$ cat config.mk
export PLATFORM = sky130hd
export DESIGN_NAME = http_body_chunked_decoder_core_flat
export DESIGN_NICKNAME = d
export VERILOG_FILES = /design/src/rtl/hbcd_pkg.sv /design/src/rtl/hbcd_in_if.sv /design/src/rtl/hbcd_out_if.sv /design/src/rtl/http_body_chunked_decoder_core.sv /design/src/flat_wrapper.sv
export SDC_FILE = /design/constraint.sdc
export NUM_CORES = 1
export LEC_CHECK = 0
export BUFFER_PORTS_ARGS = -buffer_cell sky130_fd_sc_hd__buf_4
export CAP_MARGIN = 25
export CORE_MARGIN = 8
export CORE_UTILIZATION = 53
export CTS_BUF_LIST = sky130_fd_sc_hd__clkbuf_8
export DETAILED_ROUTE_END_ITERATION = 7
export GPL_ROUTABILITY_DRIVEN = 0
export PLACE_DENSITY_LB_ADDON = 0.08
export SLEW_MARGIN = 10
export SYNTH_ARGS = -nofsm -noshare
export SYNTH_HDL_FRONTEND = slang
export SYNTH_SLANG_ARGS = --single-unit
export TNS_END_PERCENT = 50
$ cat constraint.sdc
create_clock -name clk -period 7.3 [get_ports clk]
set_clock_uncertainty 0.1 [all_clocks]
set_input_delay 0.365 -clock clk [delete_from_list [all_inputs] [get_ports clk]]
set_output_delay 0.365 -clock clk [all_outputs]
set_load 0.01 [all_outputs]
$ cat src/rtl/hbcd_pkg.sv
`timescale 1ns / 1ps
// ----------------------------------------------------------------------------
// hbcd_pkg - shared definitions for the HTTP body chunked decoder
// Field widths, limits, phase codes, error codes and the hex digit decoder.
// ----------------------------------------------------------------------------
package hbcd_pkg;

  localparam int LEN_W   = 27;
  localparam int LINE_W  = 14;
  localparam int PHASE_W = 3;
  localparam int ERR_W   = 3;
  localparam int CFG_IDX_W = 1;

  typedef logic [LEN_W-1:0]   len_t;
  typedef logic [LINE_W-1:0]  line_t;
  typedef logic [PHASE_W-1:0] phase_t;
  typedef logic [ERR_W-1:0]   err_t;

  localparam len_t  MAX_BODY_BYTES = 27'd67108864;
  localparam line_t MAX_LINE_BYTES = 14'd10000;
  localparam len_t  LEN_SAT        = '1;

  localparam logic [7:0] CH_CR = 8'h0D;
  localparam logic [7:0] CH_LF = 8'h0A;
  localparam logic [7:0] CH_SP = 8'h20;
  localparam logic [7:0] CH_HT = 8'h09;
  localparam logic [7:0] CH_VT = 8'h0B;
  localparam logic [7:0] CH_FF = 8'h0C;

  localparam logic [CFG_IDX_W-1:0] REG_CHUNKED_MODE   = 1'd0;
  localparam logic [CFG_IDX_W-1:0] REG_CONTENT_LENGTH = 1'd1;

  localparam phase_t PH_START      = 3'd0;
  localparam phase_t PH_LEN_DATA   = 3'd1;
  localparam phase_t PH_SIZE_LINE  = 3'd2;
  localparam phase_t PH_CHUNK_DATA = 3'd3;
  localparam phase_t PH_CR_DATA    = 3'd4;
  localparam phase_t PH_LF_DATA    = 3'd5;
  localparam phase_t PH_CR_LAST    = 3'd6;
  localparam phase_t PH_LF_LAST    = 3'd7;

  localparam err_t ERR_NONE       = 3'd0;
  localparam err_t ERR_NO_HEX     = 3'd1;
  localparam err_t ERR_LINE_LONG  = 3'd2;
  localparam err_t ERR_OVER_LIMIT = 3'd3;
  localparam err_t ERR_BAD_CRLF   = 3'd4;
  localparam err_t ERR_BAD_LENGTH = 3'd5;

  // Bit 4 flags a hex digit, bits 3:0 carry its value.
  function automatic logic [4:0] hex_digit(input logic [7:0] b);
    logic [4:0] r;
    r = '0;
    if (b >= 8'h30 && b <= 8'h39) begin
      r = {1'b1, 4'(b - 8'h30)};
    end else if (b >= 8'h61 && b <= 8'h66) begin
      r = {1'b1, 4'(b - 8'h57)};
    end else if (b >= 8'h41 && b <= 8'h46) begin
      r = {1'b1, 4'(b - 8'h37)};
    end
    return r;
  endfunction

endpackage

$ cat src/rtl/hbcd_in_if.sv
`timescale 1ns / 1ps
// ----------------------------------------------------------------------------
// hbcd_in_if - input stream channel
// Carries one raw body stream byte per transaction with valid and ready.
// ----------------------------------------------------------------------------
interface hbcd_in_if;
  logic       valid;
  logic       ready;
  logic [7:0] stream_byte;

  modport source (output valid, output stream_byte, input ready);
  modport sink   (input valid, input stream_byte, output ready);
endinterface

$ cat src/rtl/hbcd_out_if.sv
`timescale 1ns / 1ps
// ----------------------------------------------------------------------------
// hbcd_out_if - result channel
// Carries one decoded result per transaction with valid and ready.
// ----------------------------------------------------------------------------
interface hbcd_out_if;
  logic              valid;
  logic              ready;
  logic [7:0]        body_byte;
  logic              has_byte;
  logic              finished;
  hbcd_pkg::err_t    error_code;

  modport source (output valid, output body_byte, output has_byte, output finished,
                  output error_code, input ready);
  modport sink   (input valid, input body_byte, input has_byte, input finished,
                  input error_code, output ready);
endinterface

$ cat src/rtl/http_body_chunked_decoder_core.sv
`timescale 1ns / 1ps
// ----------------------------------------------------------------------------
// http_body_chunked_decoder_core - HTTP/1.1 message body decoder
// Decodes a body in content-length or chunked transfer coding, one byte per
// transaction, and reports payload bytes, the end of the body and errors.
// ----------------------------------------------------------------------------
//
//   Channel   Direction  Carries
//   in_ch     sink       stream_byte: raw body stream byte
//   out_ch    source     body_byte, has_byte, finished, error_code
//   cfg_*     write      chunked_mode (index 0), content_length (index 1)
//
// Each byte is decoded in the cycle it is accepted, and any result lands in
// the output register on the same edge, so a result appears in the cycle after.
// One byte per cycle is sustained while the sink keeps up; the output register is the only stage.
// The block stalls its input only when a result waits in the output register
// and the sink does not take it that cycle. Reset clears the phase and all
// counters and sets both configuration registers to zero; it takes effect at
// once, with no clearing pass.
// ----------------------------------------------------------------------------
module http_body_chunked_decoder_core (
  input  logic                              clk,
  input  logic                              rst_n,
  hbcd_in_if.sink                           in_ch,
  hbcd_out_if.source                        out_ch,
  input  logic                              cfg_we,
  input  logic [hbcd_pkg::CFG_IDX_W-1:0]    cfg_index,
  input  logic [hbcd_pkg::LEN_W-1:0]        cfg_wdata
);

  // Configuration registers. They are read only on the first byte of a body,
  // so a write between bodies takes effect at the next one.
  logic                chunked_mode_r;
  hbcd_pkg::len_t      content_length_r;

  // Decoder state.
  hbcd_pkg::phase_t    phase_r, phase_nxt;
  hbcd_pkg::len_t      size_accum_r, size_accum_nxt;
  logic                digit_seen_r, digit_seen_nxt;
  logic                digits_closed_r, digits_closed_nxt;
  hbcd_pkg::line_t     line_count_r, line_count_nxt;
  hbcd_pkg::len_t      chunk_remaining_r, chunk_remaining_nxt;
  hbcd_pkg::len_t      total_count_r, total_count_nxt;

  // Output register.
  logic                out_valid_r;
  logic [7:0]          body_byte_r;
  logic                has_byte_r;
  logic                finished_r;
  hbcd_pkg::err_t      error_code_r;

  // Result of the byte being decoded this cycle.
  logic                res_valid;
  logic [7:0]          res_byte;
  logic                res_has;
  logic                res_fin;
  hbcd_pkg::err_t      res_err;

  // Size-line working values: a body in chunked mode opens with a fresh line.
  hbcd_pkg::len_t      ln_acc;
  logic                ln_seen;
  logic                ln_closed;
  hbcd_pkg::line_t     ln_count;
  hbcd_pkg::len_t      ln_total;
  hbcd_pkg::line_t     ln_count_inc;
  logic [hbcd_pkg::LEN_W:0] ln_sum;
  logic [4:0]          hex;
  logic                is_space;

  logic                accept;
  logic                do_line;
  logic                go_start;
  logic [7:0]          b;

  // A new byte is taken whenever the output register is empty or drains now.
  assign in_ch.ready = !out_valid_r || out_ch.ready;
  assign accept      = in_ch.valid && in_ch.ready;
  assign b           = in_ch.stream_byte;

  assign ln_acc    = (phase_r == hbcd_pkg::PH_START) ? '0 : size_accum_r;
  assign ln_seen   = (phase_r == hbcd_pkg::PH_START) ? 1'b0 : digit_seen_r;
  assign ln_closed = (phase_r == hbcd_pkg::PH_START) ? 1'b0 : digits_closed_r;
  assign ln_count  = (phase_r == hbcd_pkg::PH_START) ? '0 : line_count_r;
  assign ln_total  = (phase_r == hbcd_pkg::PH_START) ? '0 : total_count_r;

  assign ln_count_inc = ln_count + hbcd_pkg::line_t'(1);
  assign ln_sum       = {1'b0, ln_total} + {1'b0, ln_acc};
  assign hex          = hbcd_pkg::hex_digit(b);
  assign is_space     = (b == hbcd_pkg::CH_SP) || (b == hbcd_pkg::CH_HT) ||
                        (b == hbcd_pkg::CH_VT) || (b == hbcd_pkg::CH_FF) ||
                        (b == hbcd_pkg::CH_CR);

  always_comb begin
    phase_nxt           = phase_r;
    size_accum_nxt      = size_accum_r;
    digit_seen_nxt      = digit_seen_r;
    digits_closed_nxt   = digits_closed_r;
    line_count_nxt      = line_count_r;
    chunk_remaining_nxt = chunk_remaining_r;
    total_count_nxt     = total_count_r;
    res_valid           = 1'b0;
    res_byte            = '0;
    res_has             = 1'b0;
    res_fin             = 1'b0;
    res_err             = hbcd_pkg::ERR_NONE;
    do_line             = 1'b0;
    go_start            = 1'b0;

    unique case (phase_r)
      hbcd_pkg::PH_START: begin
        if (chunked_mode_r) begin
          do_line = 1'b1;
        end else if (content_length_r == '0 ||
                     content_length_r > hbcd_pkg::MAX_BODY_BYTES) begin
          res_valid = 1'b1;
          res_err   = hbcd_pkg::ERR_BAD_LENGTH;
          go_start  = 1'b1;
        end else if (content_length_r == hbcd_pkg::len_t'(1)) begin
          res_valid = 1'b1;
          res_byte  = b;
          res_has   = 1'b1;
          res_fin   = 1'b1;
          go_start  = 1'b1;
        end else begin
          res_valid           = 1'b1;
          res_byte            = b;
          res_has             = 1'b1;
          chunk_remaining_nxt = content_length_r - hbcd_pkg::len_t'(1);
          phase_nxt           = hbcd_pkg::PH_LEN_DATA;
        end
      end
      hbcd_pkg::PH_LEN_DATA: begin
        res_valid = 1'b1;
        res_byte  = b;
        res_has   = 1'b1;
        if (chunk_remaining_r <= hbcd_pkg::len_t'(1)) begin
          res_fin  = 1'b1;
          go_start = 1'b1;
        end else begin
          chunk_remaining_nxt = chunk_remaining_r - hbcd_pkg::len_t'(1);
        end
      end
      hbcd_pkg::PH_SIZE_LINE: begin
        do_line = 1'b1;
      end
      hbcd_pkg::PH_CHUNK_DATA: begin
        res_valid = 1'b1;
        res_byte  = b;
        res_has   = 1'b1;
        if (chunk_remaining_r <= hbcd_pkg::len_t'(1)) begin
          chunk_remaining_nxt = '0;
          phase_nxt           = hbcd_pkg::PH_CR_DATA;
        end else begin
          chunk_remaining_nxt = chunk_remaining_r - hbcd_pkg::len_t'(1);
        end
      end
      hbcd_pkg::PH_CR_DATA, hbcd_pkg::PH_CR_LAST: begin
        if (b != hbcd_pkg::CH_CR) begin
          res_valid = 1'b1;
          res_err   = hbcd_pkg::ERR_BAD_CRLF;
          go_start  = 1'b1;
        end else begin
          phase_nxt = (phase_r == hbcd_pkg::PH_CR_DATA) ? hbcd_pkg::PH_LF_DATA
                                                        : hbcd_pkg::PH_LF_LAST;
        end
      end
      hbcd_pkg::PH_LF_DATA: begin
        if (b != hbcd_pkg::CH_LF) begin
          res_valid = 1'b1;
          res_err   = hbcd_pkg::ERR_BAD_CRLF;
          go_start  = 1'b1;
        end else begin
          phase_nxt         = hbcd_pkg::PH_SIZE_LINE;
          size_accum_nxt    = '0;
          digit_seen_nxt    = 1'b0;
          digits_closed_nxt = 1'b0;
          line_count_nxt    = '0;
        end
      end
      hbcd_pkg::PH_LF_LAST: begin
        res_valid = 1'b1;
        go_start  = 1'b1;
        if (b != hbcd_pkg::CH_LF) begin
          res_err = hbcd_pkg::ERR_BAD_CRLF;
        end else begin
          res_fin = 1'b1;
        end
      end
      default: begin
        go_start = 1'b1;
      end
    endcase

    // Size-line byte: an LF closes the line, anything else counts toward its
    // length and feeds the hex digit parser until the digits are closed.
    if (do_line) begin
      phase_nxt         = hbcd_pkg::PH_SIZE_LINE;
      size_accum_nxt    = ln_acc;
      digit_seen_nxt    = ln_seen;
      digits_closed_nxt = ln_closed;
      line_count_nxt    = ln_count;
      total_count_nxt   = ln_total;
      if (b == hbcd_pkg::CH_LF) begin
        if (!ln_seen) begin
          res_valid = 1'b1;
          res_err   = hbcd_pkg::ERR_NO_HEX;
          go_start  = 1'b1;
        end else if (ln_acc == '0) begin
          phase_nxt = hbcd_pkg::PH_CR_LAST;
        end else if (ln_sum > {1'b0, hbcd_pkg::MAX_BODY_BYTES}) begin
          res_valid = 1'b1;
          res_err   = hbcd_pkg::ERR_OVER_LIMIT;
          go_start  = 1'b1;
        end else begin
          total_count_nxt     = ln_sum[hbcd_pkg::LEN_W-1:0];
          chunk_remaining_nxt = ln_acc;
          phase_nxt           = hbcd_pkg::PH_CHUNK_DATA;
        end
      end else if (ln_count_inc > hbcd_pkg::MAX_LINE_BYTES) begin
        res_valid = 1'b1;
        res_err   = hbcd_pkg::ERR_LINE_LONG;
        go_start  = 1'b1;
      end else begin
        line_count_nxt = ln_count_inc;
        if (!ln_closed) begin
          if (hex[4]) begin
            // The accumulator saturates once a shift would lose bits.
            size_accum_nxt = (ln_acc[hbcd_pkg::LEN_W-1:hbcd_pkg::LEN_W-4] != 4'd0) ?
                             hbcd_pkg::LEN_SAT : {ln_acc[hbcd_pkg::LEN_W-5:0], hex[3:0]};
            digit_seen_nxt = 1'b1;
          end else if (!(!ln_seen && is_space)) begin
            digits_closed_nxt = 1'b1;
          end
        end
      end
    end

    // Errors and finished bodies return to the start of a new body.
    if (go_start) begin
      phase_nxt           = hbcd_pkg::PH_START;
      size_accum_nxt      = '0;
      digit_seen_nxt      = 1'b0;
      digits_closed_nxt   = 1'b0;
      line_count_nxt      = '0;
      chunk_remaining_nxt = '0;
      total_count_nxt     = '0;
    end
  end

  always_ff @(posedge clk) begin
    if (!rst_n) begin
      chunked_mode_r   <= 1'b0;
      content_length_r <= '0;
    end else if (cfg_we) begin
      unique case (cfg_index)
        hbcd_pkg::REG_CHUNKED_MODE:   chunked_mode_r   <= cfg_wdata[0];
        hbcd_pkg::REG_CONTENT_LENGTH: content_length_r <= cfg_wdata;
        default: ;
      endcase
    end
  end

  always_ff @(posedge clk) begin
    if (!rst_n) begin
      phase_r           <= hbcd_pkg::PH_START;
      size_accum_r      <= '0;
      digit_seen_r      <= 1'b0;
      digits_closed_r   <= 1'b0;
      line_count_r      <= '0;
      chunk_remaining_r <= '0;
      total_count_r     <= '0;
    end else if (accept) begin
      phase_r           <= phase_nxt;
      size_accum_r      <= size_accum_nxt;
      digit_seen_r      <= digit_seen_nxt;
      digits_closed_r   <= digits_closed_nxt;
      line_count_r      <= line_count_nxt;
      chunk_remaining_r <= chunk_remaining_nxt;
      total_count_r     <= total_count_nxt;
    end
  end

  // The output register loads a new result or empties when its transaction
  // completes; a byte that yields no result just drains it.
  always_ff @(posedge clk) begin
    if (!rst_n) begin
      out_valid_r <= 1'b0;
    end else if (accept) begin
      out_valid_r <= res_valid;
    end else if (out_ch.ready) begin
      out_valid_r <= 1'b0;
    end
  end

  always_ff @(posedge clk) begin
    if (accept && res_valid) begin
      body_byte_r  <= res_byte;
      has_byte_r   <= res_has;
      finished_r   <= res_fin;
      error_code_r <= res_err;
    end
  end

  assign out_ch.valid      = out_valid_r;
  assign out_ch.body_byte  = body_byte_r;
  assign out_ch.has_byte   = has_byte_r;
  assign out_ch.finished   = finished_r;
  assign out_ch.error_code = error_code_r;

endmodule
$ cat src/flat_wrapper.sv
// flat-port wrapper written by rule: the top's interface ports become plain ports
module http_body_chunked_decoder_core_flat 
  (clk, rst_n, cfg_we, cfg_index, cfg_wdata, in_ch_valid, in_ch_stream_byte, in_ch_ready, out_ch_valid, out_ch_body_byte, out_ch_has_byte, out_ch_finished, out_ch_error_code, out_ch_ready);
  hbcd_in_if in_ch_i ();
  hbcd_out_if out_ch_i ();
  input  logic clk;
  input  logic rst_n;
  input  logic cfg_we;
  input  logic [hbcd_pkg::CFG_IDX_W-1:0] cfg_index;
  input  logic [hbcd_pkg::LEN_W-1:0] cfg_wdata;
  input wire logic [$bits(in_ch_i.valid)-1:0] in_ch_valid;
  input wire logic [$bits(in_ch_i.stream_byte)-1:0] in_ch_stream_byte;
  output wire logic [$bits(in_ch_i.ready)-1:0] in_ch_ready;
  output wire logic [$bits(out_ch_i.valid)-1:0] out_ch_valid;
  output wire logic [$bits(out_ch_i.body_byte)-1:0] out_ch_body_byte;
  output wire logic [$bits(out_ch_i.has_byte)-1:0] out_ch_has_byte;
  output wire logic [$bits(out_ch_i.finished)-1:0] out_ch_finished;
  output wire logic [$bits(out_ch_i.error_code)-1:0] out_ch_error_code;
  input wire logic [$bits(out_ch_i.ready)-1:0] out_ch_ready;
  assign in_ch_i.valid = in_ch_valid;
  assign in_ch_i.stream_byte = in_ch_stream_byte;
  assign in_ch_ready = in_ch_i.ready;
  assign out_ch_valid = out_ch_i.valid;
  assign out_ch_body_byte = out_ch_i.body_byte;
  assign out_ch_has_byte = out_ch_i.has_byte;
  assign out_ch_finished = out_ch_i.finished;
  assign out_ch_error_code = out_ch_i.error_code;
  assign out_ch_i.ready = out_ch_ready;
  http_body_chunked_decoder_core u_core (.clk(clk), .rst_n(rst_n), .in_ch(in_ch_i), .out_ch(out_ch_i), .cfg_we(cfg_we), .cfg_index(cfg_index), .cfg_wdata(cfg_wdata));
endmodule
# Word level (Yosys, flattened, before mapping)
# Cells that the tools add are included.
# classes
addsub	7
order_cmp	10
eq_ne	23
mux	116
bitwise	1
reduce_logical	31
# op_table
op	count
$mux 27	28
$mux 14	7
$pmux 27 s3	1
$mux 3	21
$logic_not 27->1	2
$sub 27x1->27 const B	2
$mux 1	45
$eq 8x4->1 const B	5
$add 27x27->28	1
$gt 28x27->1 const B	1
$eq 27x1->1 const B	1
$gt 27x27->1 const B	1
$le 27x1->1 const B	1
$ge 8x7->1 const B	2
$le 8x7->1 const B	2
$mux 8	2
$ne 4x2->1 const B	4
$ne 8x4->1 const B	2
$pmux 8 s2	1
$mux 5	3
$add 14x1->14 const B	1
$gt 14x14->1 const B	1
$eq 3x3->1 const B	4
$pmux 3 s4	1
other kinds (30)	49
# word_totals
ff_bits	142
word_cells	202

# Longest topological paths before layout
# depth
ltp_word	13
ltp_mapped	23

# Worst setup path before layout
# No wires, ideal clock.
# synth_timing
path_type	register to register
from	register u_core.phase_r[2]
to	register u_core.body_byte_r[0], in the netlist u_core.out_ch.body_byte[0], enable pin
setup_time_ns	0.406
arrival_time_ns	5.455
path_slack_ns	1.339
path_stages_with_launch	21
n_path_buf	7
synth_period_minus_slack_ns	5.961
path_cell_list	dfxtp_1 buf_6 or3_1 buf_2 clkbuf_1 clkbuf_1 clkbuf_1 clkbuf_1 and2_1 ha_1 clkbuf_1 nand2_1 o211ai_1 nor3b_1 o211ai_1 nand3_1 xor2_1 nor3_1 o31ai_1 nand2_1 a211oi_1
# synth_between
elab_chain_cells	10
word_cells_on_any_way	28
cone_classes	add/sub: 2; order compare: 2; eq/ne: 7; mux: 12; reduce/logical: 5
# synth_rtl
element	line_no	text
start, declared	http_body_chunked_decoder_core.sv:37	hbcd_pkg::phase_t phase_r, phase_nxt;
start signal, assigned	http_body_chunked_decoder_core.sv:265	phase_r <= hbcd_pkg::PH_START;
start signal, assigned	http_body_chunked_decoder_core.sv:273	phase_r <= phase_nxt;
$logic_not 3->1	--	
$mux 27, on equally long branches	http_body_chunked_decoder_core.sv:84, http_body_chunked_decoder_core.sv:80	
$add 27x27->28	http_body_chunked_decoder_core.sv:87	assign ln_sum = {1'b0, ln_total} + {1'b0, ln_acc};
$gt 28x27->1	http_body_chunked_decoder_core.sv:210	end else if (ln_sum > {1'b0, hbcd_pkg::MAX_BODY_BYTES}) begin
$mux 1	http_body_chunked_decoder_core.sv:210	
$mux 1	http_body_chunked_decoder_core.sv:208	end else if (ln_acc == '0) begin
$mux 1	http_body_chunked_decoder_core.sv:204	if (!ln_seen) begin
$mux 1	http_body_chunked_decoder_core.sv:203	if (b == hbcd_pkg::CH_LF) begin
$mux 1 (*)	http_body_chunked_decoder_core.sv:196	if (do_line) begin
$logic_and 1x1->1 (*)	http_body_chunked_decoder_core.sv:296	if (accept && res_valid) begin
end signal, assigned	http_body_chunked_decoder_core.sv:297	body_byte_r <= res_byte;
end, declared	http_body_chunked_decoder_core.sv:47	logic [7:0] body_byte_r;
# Every way passes the cells marked *; elsewhere a longest branch is shown, timed or not.
# A chain may end at the register's enable or synchronous reset.

# Worst setup path after layout
# layout_timing
from	register u_core.phase_r[2]
to	register u_core.total_count_r[1]
# layout_between
elab_chain_cells	11
word_cells_on_any_way	33
cone_classes	add/sub: 2; order compare: 2; eq/ne: 6; mux: 18; reduce/logical: 5
# layout_rtl
element	line_no	text
$logic_not 3->1	--	
$mux 27, on equally long branches	http_body_chunked_decoder_core.sv:84, http_body_chunked_decoder_core.sv:80	
$add 27x27->28	http_body_chunked_decoder_core.sv:87	
$gt 28x27->1	http_body_chunked_decoder_core.sv:210	
$mux 1	http_body_chunked_decoder_core.sv:210	
$mux 1	http_body_chunked_decoder_core.sv:208	
$mux 1	http_body_chunked_decoder_core.sv:204	
$mux 1	http_body_chunked_decoder_core.sv:203	
$mux 1	http_body_chunked_decoder_core.sv:196	
$reduce_bool 2->1 (no source line)	--	
$reduce_and 2->1 (no source line)	--	
end signal, assigned	http_body_chunked_decoder_core.sv:279	total_count_r <= total_count_nxt;
end, declared	http_body_chunked_decoder_core.sv:43	hbcd_pkg::len_t total_count_r, total_count_nxt;
# Parallel ways exist; a longest one is shown, timed or not. The select of a mux whose other input is x is not followed.

==> run_results.csv <==
group,metric,value,unit
synth,synth_mux_area_frac,0.009266,
sta,relSlewSlack,0.3771,
setup_path,path_delay_family,"compound AO/OA/AOI/OAI gates",
synth,synth_area_per_cell,7.279,µm²
pwr,seqPwrFrac,0.376,
synth,synth_fa_ha_area_frac,0.04348,
setup_path,worst_setup_path_start_kind,"register",
setup_path,cp_max_fo,47,
synth,ys_top_cells_by_area,"dfxtp_1 (25%), nand2_1 (7.3%), a21oi_1 (5.8%)",
sta,tns,0,ns
sta,finalCritPeriodShare,0.8565,
sta,setup_violations,0,
synth,synth_fp_nets,1523,
synth,synth_edf_count,13,
status,status,"finished clean",
route,wl,32.95,mm
synth,ys.flop_type,"dfxtp_1",
setup_path,path_cells,"or3_2 -> buf_4 -> nand2_1 -> inv_1 -> ha_1 -> a21oi_1 -> o21ai_0 -> a31o_2 -> or4_1 -> a2111oi_2 -> and4b_1 -> and4b_1 -> nand4_1 -> a21oi_2 -> a31o_2 -> a22o_1",
pwr,intPower,0.001376,W
global_routing,grt_pass1_vias,9990,
synth,ys_types,86,
synth,ys_ff_latch,142,
route,viasPerCell,6.366,
route,drc_errors,0,
route,num_vias,10987,
setup_path,crit_type,"register to register",
setup_path,worstSetupEndpointType,"register",
floorplan,fp.dieH,157.0,µm
pwr,p_sw_frac,0.4144,
clocking,clkLatencyLatePin,0.48,ns
clocking,htree_levels,4,
route,drt_pass1_iterations,7,
pwr,p_per_area,205.7,nW/µm²
pwr,pwr-share-comb,0.355,
worst_hold_path,min_to,"u_core.content_length_r[9]$_SDFFE_PN0P_",
layout,nNetsFinal,1524,
clocking,clk_pin_slew,0.10,ns
pwr,clkPwrFrac,0.269,
sta,max_clock_freq,0.1599,GHz
setup_path,critPathMaxStageDelay,0.87,ns
placement,placement.io_buffers,55,
sta,final.min_clock_period,6.253,ns
route,wl_per_cell,19.09,µm
pwr,ir_worst_vdd,0.1333,mV
floorplan,die_x,157.0,µm
global_routing,grt_first_pass_wirelength,52.74,mm
sta,rsz0062_at_grt,"no",
sta,drv_slew,0,
synth,synth_top_area_share,0.2452,
setup_path,cpMaxStageDelayCell,"or3_2",
layout,drive_gt1_frac,0.09309,
global_routing,grt_overflow,0,
layout,synthToLayoutAreaGrowth,8.422,%
clocking,clockRootBuffer,"clkbuf_8",
synth,yosysSeqAreaShare,0.2823,
sta,hold_viol_final,0,
worst_hold_path,min_path_cells,3,
run,drv_cap,0,
synth,synth.most_common_cell,"nand2_1",
clocking,cts_sinks,142,
sta,worstMarginPinSlew,0.9321,ns
route,ant_nets,0,
synth,yosys.area.top_type,"dfxtp_1",
floorplan,core-area,19460,µm²
setup_path,rr_endpoint,"u_core.total_count_r[1]$_SDFFE_PN0P_",
synth,syn_area,10530,µm²
floorplan,die_area,24640,µm²
pwr,cellLeakagePower,4.458,nW
worst_hold_path,hp-start,"cfg_wdata[9]",
floorplan,start_util,0.5412,
layout,n_antenna_cell,0,
floorplan,ios,56,
synth,yosys.area_share.simple,0.2946,
clocking,hold_buffers,0,
floorplan,rows,51,
clocking,clockBufferDepth,2,
setup_path,crit_required,7.61,ns
sta,hold_slack,0.02423,ns
synth,yosys-top-cells-count,"nand2_1 (206), nor2_1 (136), dfxtp_1 (129)",
clocking,cts_buffers,17,
worst_hold_path,holdCritPathClass,"input pin to register",
clocking,tritoncts,"yes",
setup_path,critical_path_buf_inv_count,2,
setup_path,r2r_setup_slack,1.05,ns
setup_path,r2r-start,"u_core.phase_r[2]$_SDFFE_PN0P_",
clocking,post_cts_buffers,0,
synth,synth_compound_area_frac,0.2686,
synth,synth_warnings,0,
pwr,switchingPower,0.0009736,W
synth,synth_xor_area_frac,0.04490,
global_routing,grt_util_all_layers,0.2654,
synth,synth_top_family_by_area,"simple AND/OR/NAND/NOR gates",
setup_path,r2r_cells,16,
global_routing,grt_max_degree,61,
clocking,cts_resized,0,
global_routing,antenna_found_initial,0,
route,drt_iter0_drc,1304,
placement,dp_hpwl,24.28,mm
synth,async_reset_ff_frac,0,
setup_path,arrival,6.56,ns
synth,syn_inst,1447,
-- metrics by stage --
stage	cell area [µm²]	std cells	power, W	util	worst slack, ns
floorplan	10530	1447	0.001481	-	1.339
global placement	11030	1692	0.001702	0.5665	1.227
detailed placement	11040	1693	0.001706	0.5673	1.143
CTS	11410	1725	0.002337	0.5865	1.140
global route	11420	1726	0.002478	0.5868	0.7140
finish	11420	1726	0.002349	0.5868	1.047
-- cell families after synthesis --
kind of cell / Yosys count
AOI/OAI and AO/OA: 429
xor gates and xnor gates: 54
and+or+nand+nor: 631
buffers and inverters: 145
DFF: 142
muxes: 9
adders and majority gates: 37
-- tightest hold or removal path, stage by stage --
cell and delay [ns]:
buf_4 0.11, nand2_1 0.04, a21oi_1 0.05
-- per-layer routing --
layer / vias to the layer above / share of wire / global-route usage
met5: - / 0 / 0
met4: 0 / 0.025 / 0.09016
met3: 75 / 0.090 / 0.05539
met2: 491 / 0.43 / 0.4044
met1: 5152 / 0.45 / 0.3653
li1: 5269 / - / -
-- power groups by stage --
stage	sequential (W)	clock [W]	combinational [W]
2_1_floorplan	0.000893	0	0.000588
3_3_place_gp	0.000899	0	0.000803
3_5_place_dp	0.000900	0	0.000806
4_1_cts	0.000882	0.000643	0.000811
5_1_grt	0.000891	0.000677	0.000911
6_report	0.000884	0.000632	0.000834
-- worst max-delay path by stage --
stage | from | depth (start not counted) | slack (ns) | endpoint
after floorplan | u_core.phase_r[2]$_SDFFE_PN0P_ | 20 | 1.34 | u_core.out_ch.body_byte[0]$_DFFE_PP_
after global placement | u_core.phase_r[2]$_SDFFE_PN0P_ | 15 | 1.23 | u_core.chunk_remaining_r[12]$_SDFFE_PN0P_
after detailed placement | u_core.phase_r[2]$_SDFFE_PN0P_ | 16 | 1.14 | u_core.total_count_r[6]$_SDFFE_PN0P_
after CTS | u_core.phase_r[2]$_SDFFE_PN0P_ | 16 | 1.14 | u_core.total_count_r[9]$_SDFFE_PN0P_
after global routing | u_core.phase_r[2]$_SDFFE_PN0P_ | 16 | 0.71 | u_core.total_count_r[18]$_SDFFE_PN0P_
final | u_core.phase_r[2]$_SDFFE_PN0P_ | 16 | 1.05 | u_core.total_count_r[1]$_SDFFE_PN0P_
-- cells in the final DEF, fill, tap and decap left out, types with 35 or more instances in the layout --
cell,Yosys,final
buf_4,5,73
nor2_1,136,135
and2_1,47,48
dfxtp_1,129,129
a22o_1,35,35
nand2_1,206,206
o21ai_0,79,79
a21oi_1,123,123
inv_1,51,51
a31oi_1,38,38
ha_1,35,35
nor3_1,47,47
-- flip-flops by register name, indices dropped and copies added (netlist names) --
| register | cells |
|---|---|
| u_core.content_length_r | 27 |
| u_core.out_ch.finished | 1 |
| u_core.digit_seen_r | 1 |
| u_core.out_ch.valid | 1 |
| u_core.total_count_r | 27 |
| u_core.out_ch.error_code | 3 |
| u_core.phase_r | 3 |
| u_core.out_ch.has_byte | 1 |
| u_core.chunk_remaining_r | 27 |
| u_core.size_accum_r | 27 |
| u_core.line_count_r | 14 |
| u_core.out_ch.body_byte | 8 |
| u_core.digits_closed_r | 1 |
| u_core.chunked_mode_r | 1 |
-- layout make-up --
class	instances	area, µm²
flip-flops and latches	142	2973
repair buffers	75	568.0
fillers	1867	8043
clock inverters	15	140.1
clock buffers	17	234.0
inverters	52	195.2
well taps	265	331.6
multi-input cells	1160	6978
No activity file was read; power rests on OpenSTA's default activity.
